===== src/rtl/assert_macros.svh =====
// ------------------------------------------------------------------------
// assert_macros.svh
// concurrent assertion helpers, clocked on clk and disabled during reset
// ------------------------------------------------------------------------
`ifndef ASSERT_MACROS_SVH
`define ASSERT_MACROS_SVH

`ifndef SYNTHESIS

// property form, prop may use |-> or |=>
`define NSD_ASSERT_PROP(label, prop) \
    label: assert property (@(posedge clk) disable iff (!rst_n) prop) \
        else $error("assertion failed");

// plain invariant checked at every clock edge
`define NSD_ASSERT_ALWAYS(label, cond) \
    `NSD_ASSERT_PROP(label, (1'b1 |-> (cond)))

`else

`define NSD_ASSERT_PROP(label, prop)
`define NSD_ASSERT_ALWAYS(label, cond)

`endif

`endif


===== src/rtl/nsd_pkg.sv =====
// ------------------------------------------------------------------------
// nsd_pkg
// shared types, byte codes and helper functions of the sentence deframer
// ------------------------------------------------------------------------
`timescale 1ns / 1ps

package nsd_pkg;

    localparam logic [7:0] HEAD_BYTE = 8'h24;
    localparam logic [7:0] STAR_BYTE = 8'h2A;

    // sentence positions that carry the three type letters, head is position 0
    localparam logic [7:0] TYPE_POS_0 = 8'd3;
    localparam logic [7:0] TYPE_POS_1 = 8'd4;
    localparam logic [7:0] TYPE_POS_2 = 8'd5;

    typedef enum logic [2:0] {
        MSG_GGA     = 3'd0,
        MSG_RMC     = 3'd1,
        MSG_FPD     = 3'd2,
        MSG_IMU     = 3'd3,
        MSG_UNKNOWN = 3'd4
    } frame_kind_t;

    typedef struct packed {
        logic        checksum_ok;
        frame_kind_t frame_kind;
        logic [7:0]  received_checksum;
        logic [7:0]  computed_checksum;
        logic [7:0]  sentence_length;
        logic        overflowed;
    } nsd_result_t;

    // bytes other than 0-9 and uppercase A-F pass through raw
    function automatic logic [7:0] hex_value(input logic [7:0] ch);
        logic [7:0] v;
        begin
            v = ch;
            if (ch inside {[8'h30:8'h39]})
            begin
                v = ch - 8'h30;
            end
            else if (ch inside {[8'h41:8'h46]})
            begin
                v = ch - 8'h37;
            end
            return v;
        end
    endfunction

    function automatic frame_kind_t classify(input logic [23:0] chars);
        frame_kind_t t;
        begin
            if (chars == "GGA")
            begin
                t = MSG_GGA;
            end
            else if (chars == "RMC")
            begin
                t = MSG_RMC;
            end
            else if (chars == "FPD")
            begin
                t = MSG_FPD;
            end
            else if (chars == "IMU")
            begin
                t = MSG_IMU;
            end
            else
            begin
                t = MSG_UNKNOWN;
            end
            return t;
        end
    endfunction

endpackage


===== src/rtl/nsd_out_reg.sv =====
// ------------------------------------------------------------------------
// nsd_out_reg
// result register with valid/ready handshake toward the consumer
// ------------------------------------------------------------------------
`timescale 1ns / 1ps

module nsd_out_reg (
    input  logic                clk,
    input  logic                rst_n,
    input  logic                load,
    input  nsd_pkg::nsd_result_t load_data,
    output logic                out_valid,
    input  logic                out_ready,
    output nsd_pkg::nsd_result_t data
);
    import nsd_pkg::*;

    logic        valid_reg;
    logic        valid_next;
    nsd_result_t data_reg;
    nsd_result_t data_next;

    always_comb
    begin
        valid_next = valid_reg;
        data_next  = data_reg;
        if (out_ready)
        begin
            valid_next = 1'b0;
        end
        // load is only raised when the slot is free or drains this cycle
        if (load)
        begin
            valid_next = 1'b1;
            data_next  = load_data;
        end
    end

    always_ff @(posedge clk or negedge rst_n)
    begin
        if (!rst_n)
        begin
            valid_reg <= 1'b0;
        end
        else
        begin
            valid_reg <= valid_next;
        end
    end

    always_ff @(posedge clk)
    begin
        data_reg <= data_next;
    end

    assign out_valid = valid_reg;
    assign data      = data_reg;

endmodule


===== src/rtl/nmea_sentence_deframer.sv =====
// ------------------------------------------------------------------------
// nmea_sentence_deframer
// sentence framing, xor checksum check and type decode of a serial byte stream
// ------------------------------------------------------------------------
// Takes one byte per clock cycle while in_ready is high. A result appears in
// the output register in the cycle after the second checksum digit is taken.
// While a result waits in that register, in_ready drops only for the byte
// that would finish the next sentence; every other byte is still taken at
// one per cycle. The single output register is what sets this limit.
`timescale 1ns / 1ps

`include "assert_macros.svh"

module nmea_sentence_deframer #(
    parameter int MAX_SENTENCE_LEN = 128
) (
    input  logic       clk,
    input  logic       rst_n,
    input  logic       in_valid,
    output logic       in_ready,
    input  logic [7:0] rx_byte,
    output logic       out_valid,
    input  logic       out_ready,
    output logic       checksum_ok,
    output logic [2:0] frame_kind,
    output logic [7:0] received_checksum,
    output logic [7:0] computed_checksum,
    output logic [7:0] sentence_length,
    output logic       overflowed
);
    import nsd_pkg::*;

    localparam logic [7:0] MAX_LEN = 8'(MAX_SENTENCE_LEN);

    logic        in_sentence_reg, in_sentence_next;
    logic        after_star_reg, after_star_next;
    logic        first_seen_reg, first_seen_next;
    logic [7:0]  running_xor_reg, running_xor_next;
    logic [7:0]  first_digit_reg, first_digit_next;
    logic [7:0]  byte_position_reg, byte_position_next;
    logic [7:0]  type_chars_reg [3];
    logic [7:0]  type_chars_next [3];
    logic        overflow_seen_reg, overflow_seen_next;

    logic        in_fire;
    logic        last_digit;
    logic        res_load;
    nsd_result_t res;
    nsd_result_t out_data;
    logic [7:0]  hv_first;
    logic [7:0]  hv_cur;
    logic [7:0]  rx_cs;

    // next byte closes a sentence and needs a free result slot
    assign last_digit = in_sentence_reg && after_star_reg && first_seen_reg;
    assign in_ready   = !last_digit || !out_valid || out_ready;
    assign in_fire    = in_valid && in_ready;

    assign hv_first = hex_value(first_digit_reg);
    assign hv_cur   = hex_value(rx_byte);
    assign rx_cs    = {hv_first[3:0], 4'b0000} | hv_cur;

    always_comb
    begin
        in_sentence_next   = in_sentence_reg;
        after_star_next    = after_star_reg;
        first_seen_next    = first_seen_reg;
        running_xor_next   = running_xor_reg;
        first_digit_next   = first_digit_reg;
        byte_position_next = byte_position_reg;
        overflow_seen_next = overflow_seen_reg;
        type_chars_next    = type_chars_reg;
        res_load           = 1'b0;

        if (in_fire)
        begin
            if (!in_sentence_reg)
            begin
                if (rx_byte == HEAD_BYTE)
                begin
                    in_sentence_next   = 1'b1;
                    after_star_next    = 1'b0;
                    first_seen_next    = 1'b0;
                    running_xor_next   = 8'h00;
                    first_digit_next   = 8'h00;
                    byte_position_next = 8'd1;
                    overflow_seen_next = 1'b0;
                    type_chars_next[0] = 8'h00;
                    type_chars_next[1] = 8'h00;
                    type_chars_next[2] = 8'h00;
                end
            end
            else
            begin
                case (byte_position_reg)
                    TYPE_POS_0: type_chars_next[0] = rx_byte;
                    TYPE_POS_1: type_chars_next[1] = rx_byte;
                    TYPE_POS_2: type_chars_next[2] = rx_byte;
                    default:    ;
                endcase

                // length saturates, overflow sticks until the next head
                if (byte_position_reg >= MAX_LEN)
                begin
                    overflow_seen_next = 1'b1;
                end
                else
                begin
                    byte_position_next = byte_position_reg + 8'd1;
                end

                if (after_star_reg)
                begin
                    if (!first_seen_reg)
                    begin
                        first_digit_next = rx_byte;
                        first_seen_next  = 1'b1;
                    end
                    else
                    begin
                        res_load         = 1'b1;
                        in_sentence_next = 1'b0;
                        after_star_next  = 1'b0;
                        first_seen_next  = 1'b0;
                    end
                end
                else if (rx_byte == STAR_BYTE)
                begin
                    after_star_next = 1'b1;
                end
                else
                begin
                    running_xor_next = running_xor_reg ^ rx_byte;
                end
            end
        end
    end

    always_comb
    begin
        res.checksum_ok       = (rx_cs == running_xor_reg);
        res.frame_kind        = classify({type_chars_next[0], type_chars_next[1],
                                          type_chars_next[2]});
        res.received_checksum = rx_cs;
        res.computed_checksum = running_xor_reg;
        res.sentence_length   = byte_position_next;
        res.overflowed        = overflow_seen_next;
    end

    always_ff @(posedge clk or negedge rst_n)
    begin
        if (!rst_n)
        begin
            in_sentence_reg   <= 1'b0;
            after_star_reg    <= 1'b0;
            first_seen_reg    <= 1'b0;
            running_xor_reg   <= 8'h00;
            first_digit_reg   <= 8'h00;
            byte_position_reg <= 8'd0;
            overflow_seen_reg <= 1'b0;
            type_chars_reg[0] <= 8'h00;
            type_chars_reg[1] <= 8'h00;
            type_chars_reg[2] <= 8'h00;
        end
        else
        begin
            in_sentence_reg   <= in_sentence_next;
            after_star_reg    <= after_star_next;
            first_seen_reg    <= first_seen_next;
            running_xor_reg   <= running_xor_next;
            first_digit_reg   <= first_digit_next;
            byte_position_reg <= byte_position_next;
            overflow_seen_reg <= overflow_seen_next;
            type_chars_reg    <= type_chars_next;
        end
    end

    nsd_out_reg u_out_reg (
        .clk       (clk),
        .rst_n     (rst_n),
        .load      (res_load),
        .load_data (res),
        .out_valid (out_valid),
        .out_ready (out_ready),
        .data      (out_data)
    );

    assign checksum_ok       = out_data.checksum_ok;
    assign frame_kind        = out_data.frame_kind;
    assign received_checksum = out_data.received_checksum;
    assign computed_checksum = out_data.computed_checksum;
    assign sentence_length   = out_data.sentence_length;
    assign overflowed        = out_data.overflowed;

    `NSD_ASSERT_PROP(a_result_follows_last_digit, (in_fire && last_digit) |=> out_valid)
    `NSD_ASSERT_ALWAYS(a_position_bounded, byte_position_reg <= MAX_LEN)
    `NSD_ASSERT_ALWAYS(a_idle_clean, in_sentence_reg || (!after_star_reg && !first_seen_reg))
    `NSD_ASSERT_ALWAYS(a_overflow_length, !(out_valid && overflowed) || sentence_length == MAX_LEN)

endmodule


===== config.mk =====
export PLATFORM = sky130hd
export DESIGN_NAME = nmea_sentence_deframer
export DESIGN_NICKNAME = d
export VERILOG_FILES = /design/src/rtl/nsd_pkg.sv /design/src/rtl/nsd_out_reg.sv /design/src/rtl/nmea_sentence_deframer.sv
export VERILOG_INCLUDE_DIRS = /design/src /design/src/rtl
export SDC_FILE = /design/constraint.sdc
export NUM_CORES = 1
export LEC_CHECK = 0
export BUFFER_PORTS_ARGS = -buffer_cell sky130_fd_sc_hd__buf_2
export CAP_MARGIN = 20
export CORE_ASPECT_RATIO = 1.1
export CORE_MARGIN = 5
export CORE_UTILIZATION = 35
export CTS_CLUSTER_DIAMETER = 120
export DETAILED_ROUTE_END_ITERATION = 10
export PLACE_DENSITY = 0.48
export SLEW_MARGIN = 40
export SYNTH_ARGS = -nofsm -noshare
export SYNTH_HDL_FRONTEND = slang
export SYNTH_SLANG_ARGS = --single-unit

===== constraint.sdc =====
create_clock -name clk -period 9.4 [get_ports clk]
set_clock_uncertainty 0.1 [all_clocks]
set_input_delay 1.41 -clock clk [delete_from_list [all_inputs] [get_ports clk]]
set_output_delay 1.41 -clock clk [all_outputs]
set_load 0.005 [all_outputs]

==> results.cfg, run 1 <==
[timing]
max_freq_ghz = 0.222
hold_ws_ps = 393
hold_violations = 0
tns_ps = 0
drv_slew = 0
post-route-min-period_ps = 4500
finalSetupViolCount = 0
timing.final.crit_share = 0.479
worst_slack_ps = 4900
max-slew-margin-rel = 0.481
grt_setup_unrepaired = false
worst_pin_slew_ps = 759

[clock_network]
htreeDepth = 3
cts_inserted_buffers = 9
cts_resized = 0
cts_sinks = 82
insertion_delay_ps = 340
clk_pin_slew_ps = 60
postCtsSetupRepairBufs = 0
clock_path_buffers = 2
cts-root-buf = clkbuf_16
hold_buffers = 0
cts_tree = yes

[critical_path]
r2r-start = in_sentence_reg
reg2reg_slack_ps = 5630
worstReg2RegEnd = u_out_reg.data[27]
critPathLaunch = rx_byte[4]
crit_type = input pin to flop
path_cells = buf_2, inv_1, ha_1, nor3b_1, and3_1, o21ai_1, buf_4, a221oi_1, or4b_1, or3_1, o41a_1, a2bb2oi_1
cp-endpoint = u_out_reg.data[27]
endpoint_kind = flop
max_stage_delay_ps = 470
cp-start-kind = input pin
crit_required_ps = 9380
path_max_fanout = 12
cp.arrival_ps = 4490
cpMaxStageDelayCell = or4b_1
worst_r2r_path_depth = 9

[layout]
fin_util = 0.410
drive_gt1_frac = 0.179
final_cell_mix = dfrtp_1, buf_2, nand2_1
fillerInstances = 1193
layout_commonest_cell = dfrtp_1
syn_to_final_growth_pct = 16.1
largest_reg_flops = 29
nets = 464
num_antenna_cells = 0
fin_cells = 596
fin_area_um2 = 4870

[synth]
synth.distinct_cells = 66
synth_xor_area_frac = 0.0417
synth_compound_area_frac = 0.177
synth_edf_count = 29
ys_seq_area_frac = 0.524
ys_seq_elements = 82
ys_async_sr_fraction = 0.646
syn_avg_cell_area_um2 = 10.6
synth_ff_type = dfrtp_1
syn_nets = 423
synth_cells = 396
synth_top_family_by_area = compound AO/OA/AOI/OAI gates
synthMuxAreaShare = 0.00507
synthSimpleGateAreaFrac = 0.171
syn_area_um2 = 4200
synth-warning-count = 0
synth_fa_ha_area_frac = 0.0447

[die]
io_pins = 43
die_area_um2 = 14300
design.core.area_um2 = 11900
die_w_um = 114
die_h_um = 125
num_rows = 42
start_util = 0.353

[power_and_ir_drop]
vdd_ir_drop_max_mv = 0.0969
cellPowerDensity_nw_per_um2 = 237
power.leakage_nw = 2.04
p_total_mw = 1.16

[global_route]
grt_max_degree = 54
grt-ovfl-total = 0
grt_pass1_wl_mm = 17.0
antenna_found_initial = 0
track_usage = 0.151
grt_pass1_vias = 3118

[placement]
place_inst = 580
post-dp-hpwl_mm = 7.24
postPlaceCellArea_um2 = 4580
gp_congestion = 0.761
portBuffers = 42
dp_slack_ps = 4550

[status]
status = finished clean

[route]
antenna_left = 0
wl_per_cell_um = 17.3
remaining_drc_errors = 0
vias = 3153
via_per_inst = 5.29
drt-total-wl_mm = 10.3
drtPass1Iterations = 5
dr.first_iter.drc_count = 174

[worst_hold_path]
hp-class = flop to flop

[job]
max_cap_violations = 0
[layer usage]
layer | vias to the layer above | part of all wire | global-route usage
met5 | - | 0 | 0
met4 | 0 | 0.013 | 0.0566
met3 | 10 | 0.043 | 0.0233
met2 | 67 | 0.49 | 0.245
met1 | 1552 | 0.45 | 0.203
li1 | 1524 | - | -
[cells in the mapped netlist (3+ instances only)]
| cell type | n | share of area |
|---|---|---|
| a211oi_1 | 3 | 0.0054 |
| a21o_1 | 6 | 0.011 |
| a21oi_1 | 20 | 0.024 |
| a221oi_1 | 3 | 0.0063 |
| a22o_1 | 19 | 0.040 |
| a31o_2 | 4 | 0.0083 |
| and2_1 | 5 | 0.0075 |
| and3_1 | 8 | 0.012 |
| and4_1 | 3 | 0.0063 |
| clkbuf_1 | 14 | 0.013 |
| dfrtp_1 | 53 | 0.32 |
| edfxtp_1 | 29 | 0.21 |
| ha_1 | 15 | 0.045 |
| inv_1 | 21 | 0.019 |
| nand2_1 | 41 | 0.037 |
| nand3_1 | 15 | 0.018 |
| nor2_1 | 21 | 0.019 |
| nor2b_1 | 4 | 0.0060 |
| nor3_1 | 6 | 0.0072 |
| nor4_1 | 4 | 0.0060 |
| o21ai_0 | 17 | 0.020 |
| o21ai_1 | 7 | 0.0083 |
| or3_1 | 4 | 0.0060 |
| xnor2_1 | 7 | 0.015 |
| xor2_1 | 13 | 0.027 |
[area by class of cell]
cell class | instances | area [µm²] | area share
timing repair buffer | 48 | 255 | 0.0524
multi-input combinational | 275 | 1860 | 0.381
tap | 154 | 193 | 0.0395
inverter | 21 | 78.8 | 0.0162
clock inverter | 4 | 25.0 | 0.00514
clock buffer | 12 | 268 | 0.0550
sequential | 82 | 2200 | 0.451
[worst min path at each step]
stage | cells after the start | startpoint | to | slack [ps]
floorplan | 2 | type_chars_reg[4] | type_chars_reg[4] | 350
global placement | 2 | type_chars_reg[4] | type_chars_reg[4] | 380
detailed placement | 1 | first_digit_reg[6] | first_digit_reg[6] | 380
CTS | 1 | first_digit_reg[6] | first_digit_reg[6] | 400
global route | 1 | first_digit_reg[6] | first_digit_reg[6] | 410
finish | 1 | first_digit_reg[6] | first_digit_reg[6] | 390
[cell families (layout without fill, tap and decap cells)]
group           Yosys count  in the layout
fa+ha+maj                15             15
buf+inv                  39             85
compound gates          105            105
simple gates            133            133
flops                    82             82
mux                       2              2
xor+xnor                 20             20
[worst max-delay path: cells and delay by family]
family	cells	cell delay (ps)
adder cells (fa/ha/maj)	1	160
AO/OA/AOI/OAI	4	840
buffers and inverters	3	590
AND/OR/NAND/NOR	4	1460
[power breakdown]
group / switching (mW) / total [mW] / leakage [nW] / internal (mW)
logic: 0.160 / 0.289 / 0.975 / 0.129
clock network: 0.141 / 0.343 / 0.140 / 0.201
registers: 0.0661 / 0.523 / 0.926 / 0.457
No activity file was read; power rests on OpenSTA's default activity.
==> inputs of run 2 (changes only) <==
Settings changed: PLACE_DENSITY 0.48 to 0.5.
Clock period 9.4 ns to 4.05 ns, I/O delays scaled along.
==> run 2 against run 1 <==
Compared with the run above:
- sequential cell count did not move
- final cell count rose by 1.7%
- setup slack got worse by 4300 ps
- combinational power rose by 140%
- highest routed layer unchanged
- total power rose by 140%
==> results.cfg, run 2 (synthesis results as in run 1) <==
[die]
io_pins = 43
num_rows = 42
die_h_um = 125
design.core.area_um2 = 11900
die_area_um2 = 14300
die_w_um = 114
start_util = 0.353

[timing]
timing.final.crit_share = 0.859
post-route-min-period_ps = 3480
hold_ws_ps = 133
tns_ps = 0
max-slew-margin-rel = 0.489
grt_setup_unrepaired = false
worst_pin_slew_ps = 762
max_freq_ghz = 0.287
drv_slew = 0
finalSetupViolCount = 0
hold_violations = 0

[power_and_ir_drop]
vdd_ir_drop_max_mv = 0.292
cellPowerDensity_nw_per_um2 = 557
power.switching_mw = 0.839
internal_power_mw = 1.93
netSwitchingFraction = 0.303
clockPowerShare = 0.312
power.leakage_nw = 2.10
combPwrFrac = 0.253
p_seq_frac = 0.435

[critical_path]
crit_family = simple AND/OR/NAND/NOR gates
cp.arrival_ps = 3460
crit_type = flop to flop
path_cells = ha_1, or3b_2, nor2_1, a31oi_1, a2111oi_0, buf_4, nand4bb_1, or3_1, o41a_1, a2bb2oi_1
reg2reg_slack_ps = 570
worstReg2RegEnd = u_out_reg.data[27]
endpoint_kind = flop
worst_r2r_path_depth = 10
max_stage_delay_ps = 490
path_buf_inv = 1
path_max_fanout = 6
r2r-start = byte_position_reg[0]
crit_required_ps = 4030
cp-start-kind = flop
cpMaxStageDelayCell = or3b_2

[layout]
drive_gt1_frac = 0.192
final_cell_mix = dfrtp_1, buf_2, nand2_1
fin_cells = 606
syn_to_final_growth_pct = 18.3
num_antenna_cells = 0
nets = 474
largest_reg_flops = 29
layout_commonest_cell = dfrtp_1

[clock_network]
cts_resized = 0
htreeDepth = 3
cts_sinks = 82
insertion_delay_ps = 330
cts_inserted_buffers = 9
clk_pin_slew_ps = 60
postCtsSetupRepairBufs = 0
clock_path_buffers = 2
hold_buffers = 0
cts-root-buf = clkbuf_16
cts_tree = yes

[route]
remaining_drc_errors = 0
drt-total-wl_mm = 10.2
dr.first_iter.drc_count = 156
wl_per_cell_um = 16.9
antenna_left = 0
vias = 3213
via_per_inst = 5.30
drtPass1Iterations = 5

[global_route]
antenna_found_initial = 0
grt_pass1_wl_mm = 17.1
grt_max_degree = 35
grt-ovfl-total = 0
grt_pass1_vias = 3253
track_usage = 0.152

[placement]
portBuffers = 42
gp_congestion = 0.839
post-dp-hpwl_mm = 7.38
place_inst = 590

[job]
max_cap_violations = 0

[worst_hold_path]
hp-class = input pin to asynchronous set/reset pin

[status]
status = finished clean
[run 2: cell count changes in the layout (fill, tap and decap cells not counted), moves of 2 or more]
cell and delta:
clkbuf_1 +2, buf_4 +10, clkinv_2 -2, clkinvlp_4 -2
[run 2: worst max-delay path by stage]
| stage | cells after the start | slack (ps) | end | startpoint |
|---|---|---|---|---|
| 5_1_grt | 10 | 360 | u_out_reg.data[27] | byte_position_reg[0] |
| 4_1_cts | 10 | 540 | u_out_reg.data[27] | byte_position_reg[0] |
| 3_3_place_gp | 11 | 460 | u_out_reg.data[27] | rx_byte[4] |
| 3_5_place_dp | 11 | 360 | u_out_reg.data[27] | rx_byte[4] |
| 2_1_floorplan | 12 | 650 | u_out_reg.data[27] | rx_byte[4] |
| 6_report | 10 | 570 | u_out_reg.data[27] | byte_position_reg[0] |
[run 2: power groups by stage]
stage | Combinational, mW | Sequential, mW | Clock, mW
after floorplan | 0.520 | 1.18 | 0
after global placement | 0.697 | 1.21 | 0
after detailed placement | 0.699 | 1.22 | 0
after CTS | 0.704 | 1.20 | 0.891
after global routing | 0.789 | 1.23 | 0.937
final | 0.701 | 1.20 | 0.863
[run 2: layout make-up]
type / count / area, µm²
Multi-Input combinational cell: 275 / 1850
Tap cell: 154 / 193
Inverter: 21 / 78.8
Clock inverter: 1 / 30.0
Fill cell: 1175 / 6910
Sequential cell: 82 / 2200
Timing Repair Buffer: 58 / 330
Clock buffer: 15 / 289
[run 2: stage by stage]
step | power, mW | cell area, µm² | util | setup slack [ps]
6_report | 2.77 | 4960 | 0.418 | 570
5_1_grt | 2.96 | 4960 | 0.418 | 362
4_1_cts | 2.80 | 4960 | 0.418 | 536
3_3_place_gp | 1.91 | 4650 | 0.391 | 465
3_5_place_dp | 1.92 | 4650 | 0.391 | 359
2_1_floorplan | 1.70 | 4200 | - | 653
[run 2: per-layer routing]
metal / share of wire / vias up / track usage
met5: 0 / - / 0
met4: 0.017 / 0 / 0.0496
met3: 0.038 / 15 / 0.0335
met2: 0.48 / 71 / 0.247
met1: 0.46 / 1582 / 0.199
li1: - / 1545 / -
==> inputs of run 3 (changes only) <==
Settings changed: BUFFER_PORTS_ARGS -buffer_cell sky130_fd_sc_hd__buf_2 to unset, CAP_MARGIN 20 to 30, DONT_BUFFER_PORTS set to 1, PLACE_DENSITY 0.5 to 0.47.
==> run 3 against run 2 <==
Compared with the run above:
- sequential share of layout area increased by 1.7 points
- hold slack got worse by 110 ps
- setup slack got worse by 140 ps
- clock power increased by 2%
- global-route usage increased by 0.21 points
- total power increased by 0.52%
- register-to-register slack got worse by 140 ps
- utilization decreased by 1.5 points
- sequential cell count unchanged
- critical endpoint unchanged
==> results.cfg, run 3 (synthesis results as in run 1) <==
[status]
status = finished clean

[layout]
layout_commonest_cell = dfrtp_1
syn_to_final_growth_pct = 14.0
largest_reg_flops = 29
register_area_um2 = 2200
multi_input_area_um2 = 1850
nets = 430
fin_util = 0.403
num_antenna_cells = 0
drive_gt1_frac = 0.110
final_cell_mix = dfrtp_1, nand2_1, edfxtp_1
fillerInstances = 1182

[worst_hold_path]
hp-class = input pin to asynchronous set/reset pin

[die]
design.core.area_um2 = 11900
num_rows = 42
die_h_um = 125
die_area_um2 = 14300
start_util = 0.353
io_pins = 43
die_w_um = 114

[clock_network]
insertion_delay_ps = 340
hold_buffers = 1
htreeDepth = 3
cts_sinks = 82
cts_inserted_buffers = 9
cts_tree = yes
postCtsSetupRepairBufs = 0
clock_path_buffers = 2
cts-root-buf = clkbuf_16
cts_resized = 0
clk_pin_slew_ps = 60

[critical_path]
crit_family = compound AO/OA/AOI/OAI gates
path_buf_inv = 1
cp-endpoint = u_out_reg.data[27]
worst_r2r_path_depth = 10
path_cells = ha_1, nor3b_1, a21oi_1, a31o_1, a2111oi_0, buf_4, nand4bb_1, or3_1, o41a_1, a2bb2oi_1
crit_required_ps = 4040
endpoint_kind = flop
worstReg2RegEnd = u_out_reg.data[27]
critPathLaunch = byte_position_reg[0]
cp-start-kind = flop
crit_cells = 10
r2r-start = byte_position_reg[0]
crit_type = flop to flop
cp.arrival_ps = 3610
max_stage_delay_ps = 620
path_max_fanout = 5
reg2reg_slack_ps = 430
cpMaxStageDelayCell = nor3b_1

[global_route]
antenna_found_initial = 0
grt_pass1_vias = 3239
grt_pass1_wl_mm = 17.4
grt_max_degree = 54
track_usage = 0.154
grt-ovfl-total = 0

[timing]
tns_ps = 0
drv_slew = 0
grt_setup_unrepaired = false
timing.final.crit_share = 0.894
finalSetupViolCount = 0
hold_violations = 0
max-slew-margin-rel = 0.514
worst_slack_ps = 428
post-route-min-period_ps = 3620
worst_pin_slew_ps = 728
max_freq_ghz = 0.276

[power_and_ir_drop]
clockPowerShare = 0.315
power.leakage_nw = 1.94
vdd_ir_drop_max_mv = 0.200
cellPowerDensity_nw_per_um2 = 581
p_seq_frac = 0.434
netSwitchingFraction = 0.308
power.switching_mw = 0.856
internal_power_mw = 1.93
combPwrFrac = 0.251

[placement]
post-dp-hpwl_mm = 7.49
dp_slack_ps = 467
gp_congestion = 0.797
portBuffers = 0

[job]
max_cap_violations = 0

[route]
via_per_inst = 5.50
wl_per_cell_um = 18.8
drtPass1Iterations = 4
remaining_drc_errors = 0
dr.first_iter.drc_count = 158
drt-total-wl_mm = 10.5
antenna_left = 0
vias = 3090
==> run 3: metrics by stage <==
stage	power (mW)	instance area, µm²	instances	hold WS, ps
4_1_cts	2.81	4780	562	38.2
6_report	2.78	4780	562	20.3
5_1_grt	2.95	4780	562	31.3
2_1_floorplan	1.70	4200	396	212
3_5_place_dp	1.90	4440	545	215
3_3_place_gp	1.89	4410	544	215
==> run 3: metal layers <==
layer | global-route usage | share of wire | vias up
li1 | - | - | 1457
met1 | 0.193 | 0.43 | 1534
met2 | 0.249 | 0.49 | 82
met3 | 0.0413 | 0.052 | 17
met4 | 0.0629 | 0.022 | 0
met5 | 0 | 0 | -
==> run 3: worst min-delay path by stage <==
| stage | from | endpoint | slack (ps) | cells past startpoint |
|---|---|---|---|---|
| 3_5_place_dp | rst_n | byte_position_reg[1] | 210 | 0 |
| 3_3_place_gp | rst_n | byte_position_reg[1] | 210 | 0 |
| 5_1_grt | rst_n | byte_position_reg[5] | 30 | 1 |
| 6_report | rst_n | byte_position_reg[5] | 20 | 1 |
| 2_1_floorplan | rst_n | after_star_reg | 210 | 0 |
| 4_1_cts | rst_n | byte_position_reg[5] | 40 | 1 |
==> run 3: area by class of cell <==
cell class / count / share of cell area
sequential: 82 / 0.459
clock inverter: 6 / 0.0188
tap: 154 / 0.0403
inverter: 21 / 0.0165
timing repair buffer: 14 / 0.0303
clock buffer: 10 / 0.0479
multi-input combinational: 275 / 0.387
==> run 3: power by group through the flow <==
stage / registers [mW] / clock network (mW) / logic [mW]
floorplan: 1.18 / 0 / 0.520
global placement: 1.21 / 0 / 0.676
detailed placement: 1.22 / 0 / 0.684
CTS: 1.21 / 0.898 / 0.704
global route: 1.23 / 0.931 / 0.785
finish: 1.21 / 0.877 / 0.698
==> run 3: worst reg2reg max path: stages (launching register included) <==
cell	delay, ps
dfrtp_1	420
ha_1	210
nor3b_1	620
a21oi_1	170
a31o_1	230
a2111oi_0	550
buf_4	220
nand4bb_1	130
or3_1	430
o41a_1	140
a2bb2oi_1	150
